**config.mk**
```make
export PLATFORM = sky130hd
export DESIGN_NAME = alarm_priority_ring_queue_unit_flat
export DESIGN_NICKNAME = d
export VERILOG_FILES = /design/src/design/aprq_pkg.sv /design/src/design/aprq_req_if.sv /design/src/design/aprq_rsp_if.sv /design/src/design/aprq_ram.sv /design/src/design/alarm_priority_ring_queue_unit.sv /design/src/flat_wrapper.sv
export SDC_FILE = /design/constraint.sdc
export NUM_CORES = 1
export LEC_CHECK = 0
export BUFFER_PORTS_ARGS = -buffer_cell sky130_fd_sc_hd__buf_4
export CAP_MARGIN = 5
export CORE_ASPECT_RATIO = 1.1
export CORE_MARGIN = 2
export CORE_UTILIZATION = 35
export DETAILED_ROUTE_END_ITERATION = 16
export GPL_ROUTABILITY_DRIVEN = 0
export GPL_TIMING_DRIVEN = 1
export PLACE_DENSITY = 0.62
export SYNTH_ARGS = -nofsm -noshare
export SYNTH_HDL_FRONTEND = slang
export SYNTH_SLANG_ARGS = --single-unit
```
**constraint.sdc**
```tcl
create_clock -name clk -period 8.9 [get_ports clk]
set_input_delay 1.78 -clock clk [delete_from_list [all_inputs] [get_ports clk]]
set_output_delay 1.78 -clock clk [all_outputs]
set_load 0.03 [all_outputs]
```
**src/design/aprq_pkg.sv**
```systemverilog
`default_nettype none
package aprq_pkg;

	// Ring size and derived widths
	localparam int QUEUE_DEPTH = 16;
	localparam int IDX_W       = $clog2(QUEUE_DEPTH);
	localparam int CNT_W       = $clog2(QUEUE_DEPTH + 1);

	// Command codes
	typedef enum logic [1:0] {
		CMD_RAISE = 2'd0,
		CMD_POP   = 2'd1,
		CMD_CLEAR = 2'd2
	} cmd_e;

	// One stored alarm entry
	typedef struct packed {
		logic [3:0]  src;
		logic [1:0]  prio;
		logic [15:0] code;
		logic [31:0] tick;
		logic        acked;
	} entry_t;

	localparam int ENTRY_W = $bits(entry_t);

	// Ring index increment with wrap
	function automatic logic [IDX_W-1:0] idx_next(input logic [IDX_W-1:0] i);
		return (i == IDX_W'(QUEUE_DEPTH - 1)) ? '0 : i + IDX_W'(1);
	endfunction

endpackage
`default_nettype wire

```
**src/design/aprq_req_if.sv**
```systemverilog
`default_nettype none
interface aprq_req_if;
	logic        valid;
	logic        ready;
	logic [1:0]  command;
	logic [3:0]  alarm_source;
	logic [1:0]  priority_req;
	logic [15:0] alarm_code;
	logic [31:0] raise_time;

	modport source (output valid, command, alarm_source, priority_req, alarm_code, raise_time,
		input ready);
	modport sink (input valid, command, alarm_source, priority_req, alarm_code, raise_time,
		output ready);
endinterface
`default_nettype wire

```
**src/design/aprq_rsp_if.sv**
```systemverilog
`default_nettype none
interface aprq_rsp_if;
	import aprq_pkg::*;

	logic             valid;
	logic             ready;
	logic             ok;
	logic [3:0]       out_source;
	logic [1:0]       out_priority;
	logic [15:0]      out_code;
	logic [31:0]      out_time;
	logic [CNT_W-1:0] pending_count;
	logic [31:0]      raised_total;

	modport source (output valid, ok, out_source, out_priority, out_code, out_time,
		pending_count, raised_total, input ready);
	modport sink (input valid, ok, out_source, out_priority, out_code, out_time,
		pending_count, raised_total, output ready);
endinterface
`default_nettype wire

```
**src/design/aprq_ram.sv**
```systemverilog
`default_nettype none
module aprq_ram #(
	parameter int WIDTH = 8,
	parameter int DEPTH = 16
) (
	input  wire logic                     clk,
	input  wire logic                     we,
	input  wire logic [$clog2(DEPTH)-1:0] waddr,
	input  wire logic [WIDTH-1:0]         wdata,
	input  wire logic                     re,
	input  wire logic [$clog2(DEPTH)-1:0] raddr,
	output logic      [WIDTH-1:0]         rdata
);

	logic [WIDTH-1:0] mem [DEPTH];

	// Single write port, registered read port
	always_ff @(posedge clk) begin
		if (we) begin
			mem[waddr] <= wdata;
		end
		if (re) begin
			rdata <= mem[raddr];
		end
	end

endmodule
`default_nettype wire

```
**src/design/alarm_priority_ring_queue_unit.sv**
```systemverilog
// Alarm priority ring queue.
// Channels: req (sink) carries one command per transaction: raise, pop or
// clear, with the alarm fields used only by a raise. rsp (source)
// returns exactly one result per command: ok, the popped entry (zero unless a
// pop succeeded), the entries still held and the running raise total.
// Entries live in a QUEUE_DEPTH-deep entry RAM with a registered read port.
// Raise, clear and the unused code, and a pop on an empty queue, go from
// acceptance straight to the result state and then the rsp register. A pop
// walks the occupied window one RAM read per cycle, writes the winner back as
// acknowledged, then walks the head past acknowledged entries, each step a
// RAM read state followed by a check state.
// The block takes one command at a time: req.ready is high only while idle.
// A finished result sits in the rsp output register; the next command is
// accepted while it waits, and that command's result is held inside until
// the receiver takes the earlier one, so a stalled receiver loses nothing.
// Reset empties the queue and clears the raise total; the RAM needs no
// clearing because only entries inside the occupied window are ever read.
`default_nettype none
module alarm_priority_ring_queue_unit (
	input wire logic clk,
	input wire logic arst_n,
	aprq_req_if.sink   req,
	aprq_rsp_if.source rsp
);
	import aprq_pkg::*;

	typedef enum logic [2:0] {
		ST_IDLE,
		ST_SCAN,
		ST_MARK,
		ST_SKIP_RD,
		ST_SKIP_CHK,
		ST_RESP
	} state_t;

	state_t           state_q;
	logic [IDX_W-1:0] head_q;
	logic [IDX_W-1:0] tail_q;
	logic [CNT_W-1:0] count_q;
	logic [31:0]      total_q;

	// scan pipeline
	logic [IDX_W-1:0] rd_ptr_q;
	logic [CNT_W-1:0] left_q;
	logic             rd_v_s1;
	logic [IDX_W-1:0] addr_s1;
	logic             found_q;
	entry_t           best_q;
	logic [IDX_W-1:0] best_addr_q;

	// staged result and output register
	logic             res_ok_q;
	entry_t           res_ent_q;
	logic             rsp_valid_q;
	logic             rsp_ok_q;
	entry_t           rsp_ent_q;
	logic [CNT_W-1:0] rsp_cnt_q;
	logic [31:0]      rsp_total_q;

	// RAM port signals
	logic             ram_we;
	logic [IDX_W-1:0] ram_waddr;
	entry_t           ram_wdata;
	logic             ram_re;
	logic [IDX_W-1:0] ram_raddr;
	entry_t           ram_rdata;

	logic full;
	logic req_take;

	assign full     = (count_q == CNT_W'(QUEUE_DEPTH));
	assign req_take = req.valid && (state_q == ST_IDLE);

	assign req.ready = (state_q == ST_IDLE);

	// RAM access per state
	always_comb begin
		ram_we    = 1'b0;
		ram_waddr = tail_q;
		ram_wdata = best_q;
		ram_re    = 1'b0;
		ram_raddr = rd_ptr_q;
		case (state_q)
			ST_IDLE: begin
				if (req_take && req.command == CMD_RAISE && !full) begin
					ram_we          = 1'b1;
					ram_waddr       = tail_q;
					ram_wdata.src   = req.alarm_source;
					ram_wdata.prio  = req.priority_req;
					ram_wdata.code  = req.alarm_code;
					ram_wdata.tick  = req.raise_time;
					ram_wdata.acked = 1'b0;
				end
			end
			ST_SCAN: begin
				ram_re    = (left_q != '0);
				ram_raddr = rd_ptr_q;
			end
			ST_MARK: begin
				ram_we          = 1'b1;
				ram_waddr       = best_addr_q;
				ram_wdata       = best_q;
				ram_wdata.acked = 1'b1;
			end
			ST_SKIP_RD: begin
				ram_re    = (count_q != '0);
				ram_raddr = head_q;
			end
			default: begin
			end
		endcase
	end

	aprq_ram #(
		.WIDTH(ENTRY_W),
		.DEPTH(QUEUE_DEPTH)
	) u_entry_ram (
		.clk  (clk),
		.we   (ram_we),
		.waddr(ram_waddr),
		.wdata(ram_wdata),
		.re   (ram_re),
		.raddr(ram_raddr),
		.rdata(ram_rdata)
	);

	// Command sequencer and output register
	always_ff @(posedge clk or negedge arst_n) begin
		if (!arst_n) begin
			state_q     <= ST_IDLE;
			head_q      <= '0;
			tail_q      <= '0;
			count_q     <= '0;
			total_q     <= '0;
			rd_v_s1     <= 1'b0;
			left_q      <= '0;
			found_q     <= 1'b0;
			rsp_valid_q <= 1'b0;
		end else begin
			// ST_RESP reloads the output register itself
			if (rsp_valid_q && rsp.ready && state_q != ST_RESP) begin
				rsp_valid_q <= 1'b0;
			end
			case (state_q)
				ST_IDLE: begin
					if (req_take) begin
						res_ok_q  <= 1'b0;
						res_ent_q <= '0;
						state_q   <= ST_RESP;
						case (req.command)
							CMD_RAISE: begin
								if (!full) begin
									tail_q   <= idx_next(tail_q);
									count_q  <= count_q + CNT_W'(1);
									total_q  <= total_q + 32'd1;
									res_ok_q <= 1'b1;
								end
							end
							CMD_POP: begin
								if (count_q != '0) begin
									rd_ptr_q <= head_q;
									left_q   <= count_q;
									found_q  <= 1'b0;
									rd_v_s1  <= 1'b0;
									state_q  <= ST_SCAN;
								end
							end
							CMD_CLEAR: begin
								head_q   <= '0;
								tail_q   <= '0;
								count_q  <= '0;
								res_ok_q <= 1'b1;
							end
							default: begin
							end
						endcase
					end
				end
				ST_SCAN: begin
					// issue next read
					if (left_q != '0) begin
						rd_ptr_q <= idx_next(rd_ptr_q);
						left_q   <= left_q - CNT_W'(1);
						addr_s1  <= rd_ptr_q;
						rd_v_s1  <= 1'b1;
					end else begin
						rd_v_s1 <= 1'b0;
					end
					// compare returned entry; >= lets the newest win ties
					if (rd_v_s1 && !ram_rdata.acked &&
						(!found_q || ram_rdata.prio >= best_q.prio)) begin
						found_q     <= 1'b1;
						best_q      <= ram_rdata;
						best_addr_q <= addr_s1;
					end
					if (left_q == '0 && !rd_v_s1) begin
						state_q <= found_q ? ST_MARK : ST_RESP;
					end
				end
				ST_MARK: begin
					res_ok_q  <= 1'b1;
					res_ent_q <= best_q;
					state_q   <= ST_SKIP_RD;
				end
				ST_SKIP_RD: begin
					state_q <= (count_q != '0) ? ST_SKIP_CHK : ST_RESP;
				end
				ST_SKIP_CHK: begin
					// release the head slot while it is acknowledged
					if (ram_rdata.acked) begin
						head_q  <= idx_next(head_q);
						count_q <= count_q - CNT_W'(1);
						state_q <= ST_SKIP_RD;
					end else begin
						state_q <= ST_RESP;
					end
				end
				ST_RESP: begin
					if (!rsp_valid_q || rsp.ready) begin
						rsp_valid_q <= 1'b1;
						rsp_ok_q    <= res_ok_q;
						rsp_ent_q   <= res_ent_q;
						rsp_cnt_q   <= count_q;
						rsp_total_q <= total_q;
						state_q     <= ST_IDLE;
					end
				end
				default: begin
					state_q <= ST_IDLE;
				end
			endcase
		end
	end

	assign rsp.valid         = rsp_valid_q;
	assign rsp.ok            = rsp_ok_q;
	assign rsp.out_source    = rsp_ent_q.src;
	assign rsp.out_priority  = rsp_ent_q.prio;
	assign rsp.out_code      = rsp_ent_q.code;
	assign rsp.out_time      = rsp_ent_q.tick;
	assign rsp.pending_count = rsp_cnt_q;
	assign rsp.raised_total  = rsp_total_q;

endmodule
`default_nettype wire

```
**src/flat_wrapper.sv**
```systemverilog
// flat-port wrapper written by rule: the top's interface ports become plain ports
module alarm_priority_ring_queue_unit_flat import aprq_pkg::*;
  (clk, arst_n, req_valid, req_command, req_alarm_source, req_priority_req, req_alarm_code, req_raise_time, req_ready, rsp_valid, rsp_ok, rsp_out_source, rsp_out_priority, rsp_out_code, rsp_out_time, rsp_pending_count, rsp_raised_total, rsp_ready);
  aprq_req_if req_i ();
  aprq_rsp_if rsp_i ();
  input wire logic clk;
  input wire logic arst_n;
  input wire logic [$bits(req_i.valid)-1:0] req_valid;
  input wire logic [$bits(req_i.command)-1:0] req_command;
  input wire logic [$bits(req_i.alarm_source)-1:0] req_alarm_source;
  input wire logic [$bits(req_i.priority_req)-1:0] req_priority_req;
  input wire logic [$bits(req_i.alarm_code)-1:0] req_alarm_code;
  input wire logic [$bits(req_i.raise_time)-1:0] req_raise_time;
  output wire logic [$bits(req_i.ready)-1:0] req_ready;
  output wire logic [$bits(rsp_i.valid)-1:0] rsp_valid;
  output wire logic [$bits(rsp_i.ok)-1:0] rsp_ok;
  output wire logic [$bits(rsp_i.out_source)-1:0] rsp_out_source;
  output wire logic [$bits(rsp_i.out_priority)-1:0] rsp_out_priority;
  output wire logic [$bits(rsp_i.out_code)-1:0] rsp_out_code;
  output wire logic [$bits(rsp_i.out_time)-1:0] rsp_out_time;
  output wire logic [$bits(rsp_i.pending_count)-1:0] rsp_pending_count;
  output wire logic [$bits(rsp_i.raised_total)-1:0] rsp_raised_total;
  input wire logic [$bits(rsp_i.ready)-1:0] rsp_ready;
  assign req_i.valid = req_valid;
  assign req_i.command = req_command;
  assign req_i.alarm_source = req_alarm_source;
  assign req_i.priority_req = req_priority_req;
  assign req_i.alarm_code = req_alarm_code;
  assign req_i.raise_time = req_raise_time;
  assign req_ready = req_i.ready;
  assign rsp_valid = rsp_i.valid;
  assign rsp_ok = rsp_i.ok;
  assign rsp_out_source = rsp_i.out_source;
  assign rsp_out_priority = rsp_i.out_priority;
  assign rsp_out_code = rsp_i.out_code;
  assign rsp_out_time = rsp_i.out_time;
  assign rsp_pending_count = rsp_i.pending_count;
  assign rsp_raised_total = rsp_i.raised_total;
  assign rsp_i.ready = rsp_ready;
  alarm_priority_ring_queue_unit u_core (.clk(clk), .arst_n(arst_n), .req(req_i), .rsp(rsp_i));
endmodule
```
-- After elaboration in Yosys (flattened, before gate mapping)
Memory sizes are Yosys's and may differ from the RTL's. A register that Yosys moved wholly into a read port is not among the register bits.
Cells that the tools add are included.
- equality and inequality tests: 24
- reductions and logical operators: 37
- add/subtract/negate cells: 7
- order comparisons: 1
- bitwise logic cells: 1
- multiplexer cells: 58
- operator list (kind ; count):
    case mux 55 bit (2 select lines) ; 2
    2-to-1 mux 55 bit ; 2
    2-to-1 mux 4 bit ; 13
    2-to-1 mux 5 bit ; 7
    adder 32 x 1 -> 32 bit (second input constant) ; 1
    case mux 5 bit (2 select lines) ; 3
    case mux 4 bit (2 select lines) ; 3
    2-to-1 mux 3 bit ; 7
    case mux 3 bit (6 select lines) ; 1
    inequality test 2 x 1 -> 1 bit (second input constant) ; 8
    AND reduction 4 bit ; 4
    AND reduction 3 bit ; 5
    AND reduction 5 bit ; 3
    2-to-1 mux 1 bit ; 14
    adder 4 x 1 -> 4 bit (second input constant) ; 3
    equality test 4 bit (second input constant) ; 3
    case mux 1 bit (2 select lines) ; 6
    nonzero test 5 bit ; 2
    subtractor 5 x 1 -> 5 bit (second input constant) ; 2
    logical AND 1 bit ; 8
    nonzero test 2 bit ; 4
    equality test 3 x 2 -> 1 bit (second input constant) ; 2
    equality test 3 bit (second input constant) ; 2
    inequality test 3 bit (second input constant) ; 2
    other kinds (15) ; 21
- memories kept: 1
- bits in writable memories: 880
- output and inout port bits: 94
- flip-flop bits (word level): 270
- memories (memory ; depth ; bits a word ; read ports ; clocked after memory_dff ; write ports ; RTL line ; RTL):
    u_core.u_entry_ram.mem ; 16 ; 55 ; 1 ; 1 ; 1 ; aprq_ram.sv:15 ; logic [WIDTH-1:0] mem [DEPTH];

-- Depth between registers and ports, before layout
- depth in word-level cells: 8
- gate-level depth with buffers: 9

-- By module
Synthesis repeated with hierarchy kept, for this count alone.
- cell total of the unflattened synthesis: 2213
- area total of the unflattened synthesis: 45414.8 um2
- modules (own cells, without submodules) (module ; cells each ; instances ; area an instance (um2) ; sequential area each (um2)):
    aprq_ram ; 1419 ; 1 ; 34571.9 ; 28076.9
    alarm_priority_ring_queue_unit ; 794 ; 1 ; 10842.9 ; 7827.5

-- Least setup slack after synthesis
Ideal clock, no wire load.
- kind: input to register
- start point: input arst_n
- end point: register u_core.best_addr_q[0], enable pin
- slack: 1.935 ns
- library setup time: 0.581 ns
- stages: 2
- data required time: 8.319 ns
- arrival: 6.384 ns
- path through: nand3_1 -> a311oi_1
- cells in the longest elaborated chain, start to end: 1
- RTL lines (element ; RTL line ; RTL):
    start: declaration ; flat_wrapper.sv:7 ; input wire logic arst_n;
    AND reduction 3 bit (no line) ; n/a ;
    end signal: assignment ; alarm_priority_ring_queue_unit.sv:194 ; best_addr_q <= addr_s1;
    end: declaration ; alarm_priority_ring_queue_unit.sv:49 ; logic [IDX_W-1:0] best_addr_q;
Every way passes these cells.
A chain may end at the register's enable or synchronous reset.

-- Worst setup path in the final report
- start point: register u_core.state_q[0]
- end point: memory u_core.u_entry_ram.mem[11][19] (netlist name), enable pin
- cells in the longest elaborated chain, start to end: 8
- elaborated cells between the ends (all ways): 10
- those cells by class: eq/ne (1); mux (5); reduce/logical (4)
- RTL lines (element ; RTL line ; RTL):
    start: declaration ; alarm_priority_ring_queue_unit.sv:36 ; state_t state_q;
    start signal: assignment ; alarm_priority_ring_queue_unit.sv:197 ; state_q <= found_q ? ST_MARK : ST_RESP;
    start signal: assignment ; alarm_priority_ring_queue_unit.sv:206 ; state_q <= (count_q != '0) ? ST_SKIP_CHK : ST_RESP;
    zero test 3 bit ; alarm_priority_ring_queue_unit.sv:72, alarm_priority_ring_queue_unit.sv:83 ;
    logical AND 1 bit ; alarm_priority_ring_queue_unit.sv:72 ; assign req_take = req.valid && (state_q == ST_IDLE);
    logical AND 1 bit (2 in a row) ; alarm_priority_ring_queue_unit.sv:85 ; if (req_take && req.command == CMD_RAISE && !full) begin
    2-to-1 mux 1 bit ; alarm_priority_ring_queue_unit.sv:85 ;
    case mux 1 bit (2 select lines) ; alarm_priority_ring_queue_unit.sv:83 ; case (state_q)
    2-to-1 mux 1 bit ; aprq_ram.sv:19 ; if (we) begin
    2-to-1 mux 1 bit (not written as such) ; aprq_ram.sv:20 ; mem[waddr] <= wdata;
    end: declaration ; aprq_ram.sv:15 ;
Parallel ways exist; a longest one is shown, timed or not.

==> results by group <==
Logic synthesis
  – Post-synth top area share: 66.3%
  – Area leader, netlist: edfxtp_1
  – Mean post-synth cell area: ~18 sq um
  – Syn Inst Count: ~2,900
  – FF+latch count, synth: between 1,000 and 1,500
  – Asr flop ratio synth: around 4.6%
  – EDFF count, synth: 1,149
  – Part of the Yosys area used for sequential elements: between 60% and 70%
  – Netlist cell types: 67
  – Most area-consuming cells after synthesis: edfxtp_1 (66%), mux4_2 (14%), nand2_1 (3.2%)
  – Post-Syn Area: approximately 52,000 sq um
  – Top cells by count, synth: edfxtp_1 (1,149), nand2_1 (440), mux4_2 (330)
  – Synthesized Nets: between 3,000 and 4,000
  – Ys flop type: edfxtp_1
  – Synth warn: 0
  – Most common cell in the netlist: edfxtp_1

Die
  – Initial Util: around a third
  – CORE AREA: about 150,000 sq um
  – Die footprint: around 150,000 sq um
  – Die height: 408 um
  – Die Wd: 372 um
  – Site Rows: 148
  – IO Count: 154

Setup path
  – Worst Path Class, Setup: register to register
  – Worst setup EP type: register
  – CP required: about 9 ns
  – FF-to-FF End: u_core.u_entry_ram.mem[11][19]
  – Reg2reg setup slack: slightly below 4 ns
  – Worst R2R Start: u_core.state_q[0]
  – Crit path max fanout: 33
  – Worst r2r path cells: 6
  – CP Launch Type: register
  – Worst Path Arrival: approximately 5.3 ns

Clocking
  – Hold_buf cts: 0
  – Clock buffer depth: 3
  – Maximum level of the CTS H-tree: 3
  – Root buffer cell: clkbuf_16
  – Worst-skew pair later-pin latency: between 0.7 and 0.8 ns
  – CTS tree: yes
  – Post_cts resized: 0
  – CTS sink count: 1,205
  – Total CTS buffers: between 100 and 150
  – Post-CTS setup buffer count: 0
  – CTS clk-pin slew, worst paths: 0.07 ns

Route
  – Vias per std cell: about 5.7
  – Residual DRC: 0
  – WL/cell: roughly 27 um
  – Iter 0 DRT Violations: between 2,000 and 3,000
  – Pre-antenna DRT Iters: 5
  – Antenna Nets Post-Route: 0
  – Via count: approximately 29,000
  – Post-Route WL: ~140,000 um

Cells and area
  – Final nets: approximately 3,100
  – Syn-to-layout area delta: 13.8%
  – # diodes: 0
  – Layout Utilization: 40.0%
  – Non-filler cells, final: 5,113
  – Share of cells above drive strength 1: between 20% and 30%

Timing
  – Setup_tns: 0 ns
  – Minimum clock period: between 4 and 5 ns
  – Count of final hold-check violations: 0
  – Unrepaired setup endpoints after global routing: false
  – Final period utilization: 55.8%
  – Setup violators final: 0
  – Max-slew violations: 0
  – Worst relative slew slack: roughly an eighth
  – Fmax: between 0.2 and 0.25 GHz
  – Clock Skew: approximately 0.043 ns
  – Fin worst setup slack: 3.93 ns
  – Worst Tran Pin Value: ~1.3 ns

Min path
  – Hold_sp: u_core.addr_s1[0]
  – WHS Endpoint: u_core.best_addr_q[0]
  – Hold Path Class: register to register
  – Hold path cells: 0

Global route
  – First-pass GRT wire length: around 200,000 um
  – Remaining global-route overflow: 0
  – Largest net degree at the start of global routing: approximately 110
  – Gr usage total: between 10% and 20%
  – Vias in the first global route: around 29,000
  – Initial antenna violation count: 4

Power and ir drop
  – Pleak: 19.1 nW
  – Pwr Density: 302 nW/um^2
  – Max VDD drop: 0.238 mV

Placed design
  – Post-Place Setup Slack: 3.41 ns
  – Placed insts: 4,895
  – Detailed Place HPWL: 73,700 um
  – Port Buffers: roughly 150

Outcome
  – Status: finished clean

Job
  – Max_cap viols: 0
[metal layers]
layer,track usage [%],part of all wire [%],up-vias
li1,-,-,12244
met1,23.9,41,15381
met2,30.5,50,1079
met3,2.77,6.5,191
met4,4.93,2.3,0
met5,0,0,-
[cell usage in the layout, fill, tap and decap left out, types with 11 or more instances in the layout]
master	synthesis	final
nor2_4	0	19
dfrtp_1	56	54
a311o_1	111	111
o22ai_1	110	110
and2_1	56	56
o221ai_2	20	20
clkinv_2	1	23
clkinv_1	0	25
clkbuf_1	94	19
nor2_1	50	31
mux2_2	113	113
bufinv_16	0	13
edfxtp_1	1149	1149
o21ai_0	60	60
a21oi_1	13	13
ha_1	11	11
nand2_1	440	439
buf_4	18	203
mux4_2	330	330
nor3_1	14	14
inv_1	18	18
clkbuf_16	0	118
o221ai_1	35	35
nand3_1	17	17
xnor2_1	21	21
[flip-flops by register name, summed over array words and instances (netlist names), 5 cells and up]
signal,flops
u_core.total_q,32
u_core.rsp.out_code,16
u_core.u_entry_ram.rdata,55
u_core.u_entry_ram.mem,880
u_core.rsp.raised_total,32
u_core.left_q,5
u_core.rsp.out_time,32
u_core.rsp.pending_count,5
u_core.count_q,5
u_core.best_q,55
u_core.res_ent_q,54
[cell families after synthesis]
group                      after synthesis  share of synthesized area [%]
xor gates and xnor gates                32                          0.553
and+or+nand+nor                        631                           5.32
muxes                                  450                           16.9
DFF                                   1205                           69.0
adders and majority gates               11                          0.265
buffers and inverters                  226                           2.03
AOI/OAI and AO/OA                      390                           5.91
[through the flow]
step / total power, mW / cell area [sq um] / hold slack [ns]
after global placement: 12.9 / 55300 / 0.400
after CTS: 18.0 / 59200 / 0.416
after floorplan: 11.3 / 52000 / 0.400
after detailed placement: 13.0 / 55300 / 0.405
after global routing: 18.6 / 59200 / 0.419
final: 17.9 / 59200 / 0.417
[power breakdown]
| part | leakage (nW) | internal (mW) | switching [mW] |
|---|---|---|---|
| sequential | 11.2 | 7.08 | 0.341 |
| combinational | 6.06 | 2.17 | 3.26 |
| clock | 1.87 | 2.84 | 2.19 |
| total | 19.1 | 12.1 | 5.79 |
[worst max-delay path, stage by stage, from the launching register on]
cell      delay, ns
dfrtp_1        0.67
or3_4          0.71
clkinv_2       0.17
and4b_4        0.74
a31oi_1        0.46
nor2_4         1.10
buf_4          0.67
[worst max path at each step]
| stage | startpoint | endpoint | slack (ns) | depth (start not counted) |
|---|---|---|---|---|
| 2_1_floorplan | arst_n | u_core.best_addr_q[0] | 1.93 | 2 |
| 4_1_cts | u_core.state_q[0] | u_core.u_entry_ram.rdata[30] | 3.95 | 8 |
| 3_3_place_gp | req_valid | u_core.u_entry_ram.mem[11][9] | 3.46 | 6 |
| 6_report | u_core.state_q[0] | u_core.u_entry_ram.mem[11][19] | 3.93 | 6 |
| 5_1_grt | u_core.state_q[0] | u_core.u_entry_ram.rdata[30] | 3.78 | 8 |
| 3_5_place_dp | req_valid | u_core.u_entry_ram.mem[11][2] | 3.41 | 6 |
[final cells by class]
class	instances	area [sq um]
Sequential cell	1205	35900
Timing Repair Buffer	207	1600
Multi-Input combinational cell	1514	15300
Inverter	19	72.6
Tap cell	1950	2440
Clock inverter	77	783
Clock buffer	141	3080
Fill cell	13236	88600
Note: power is estimated with default switching activity, not from simulation.
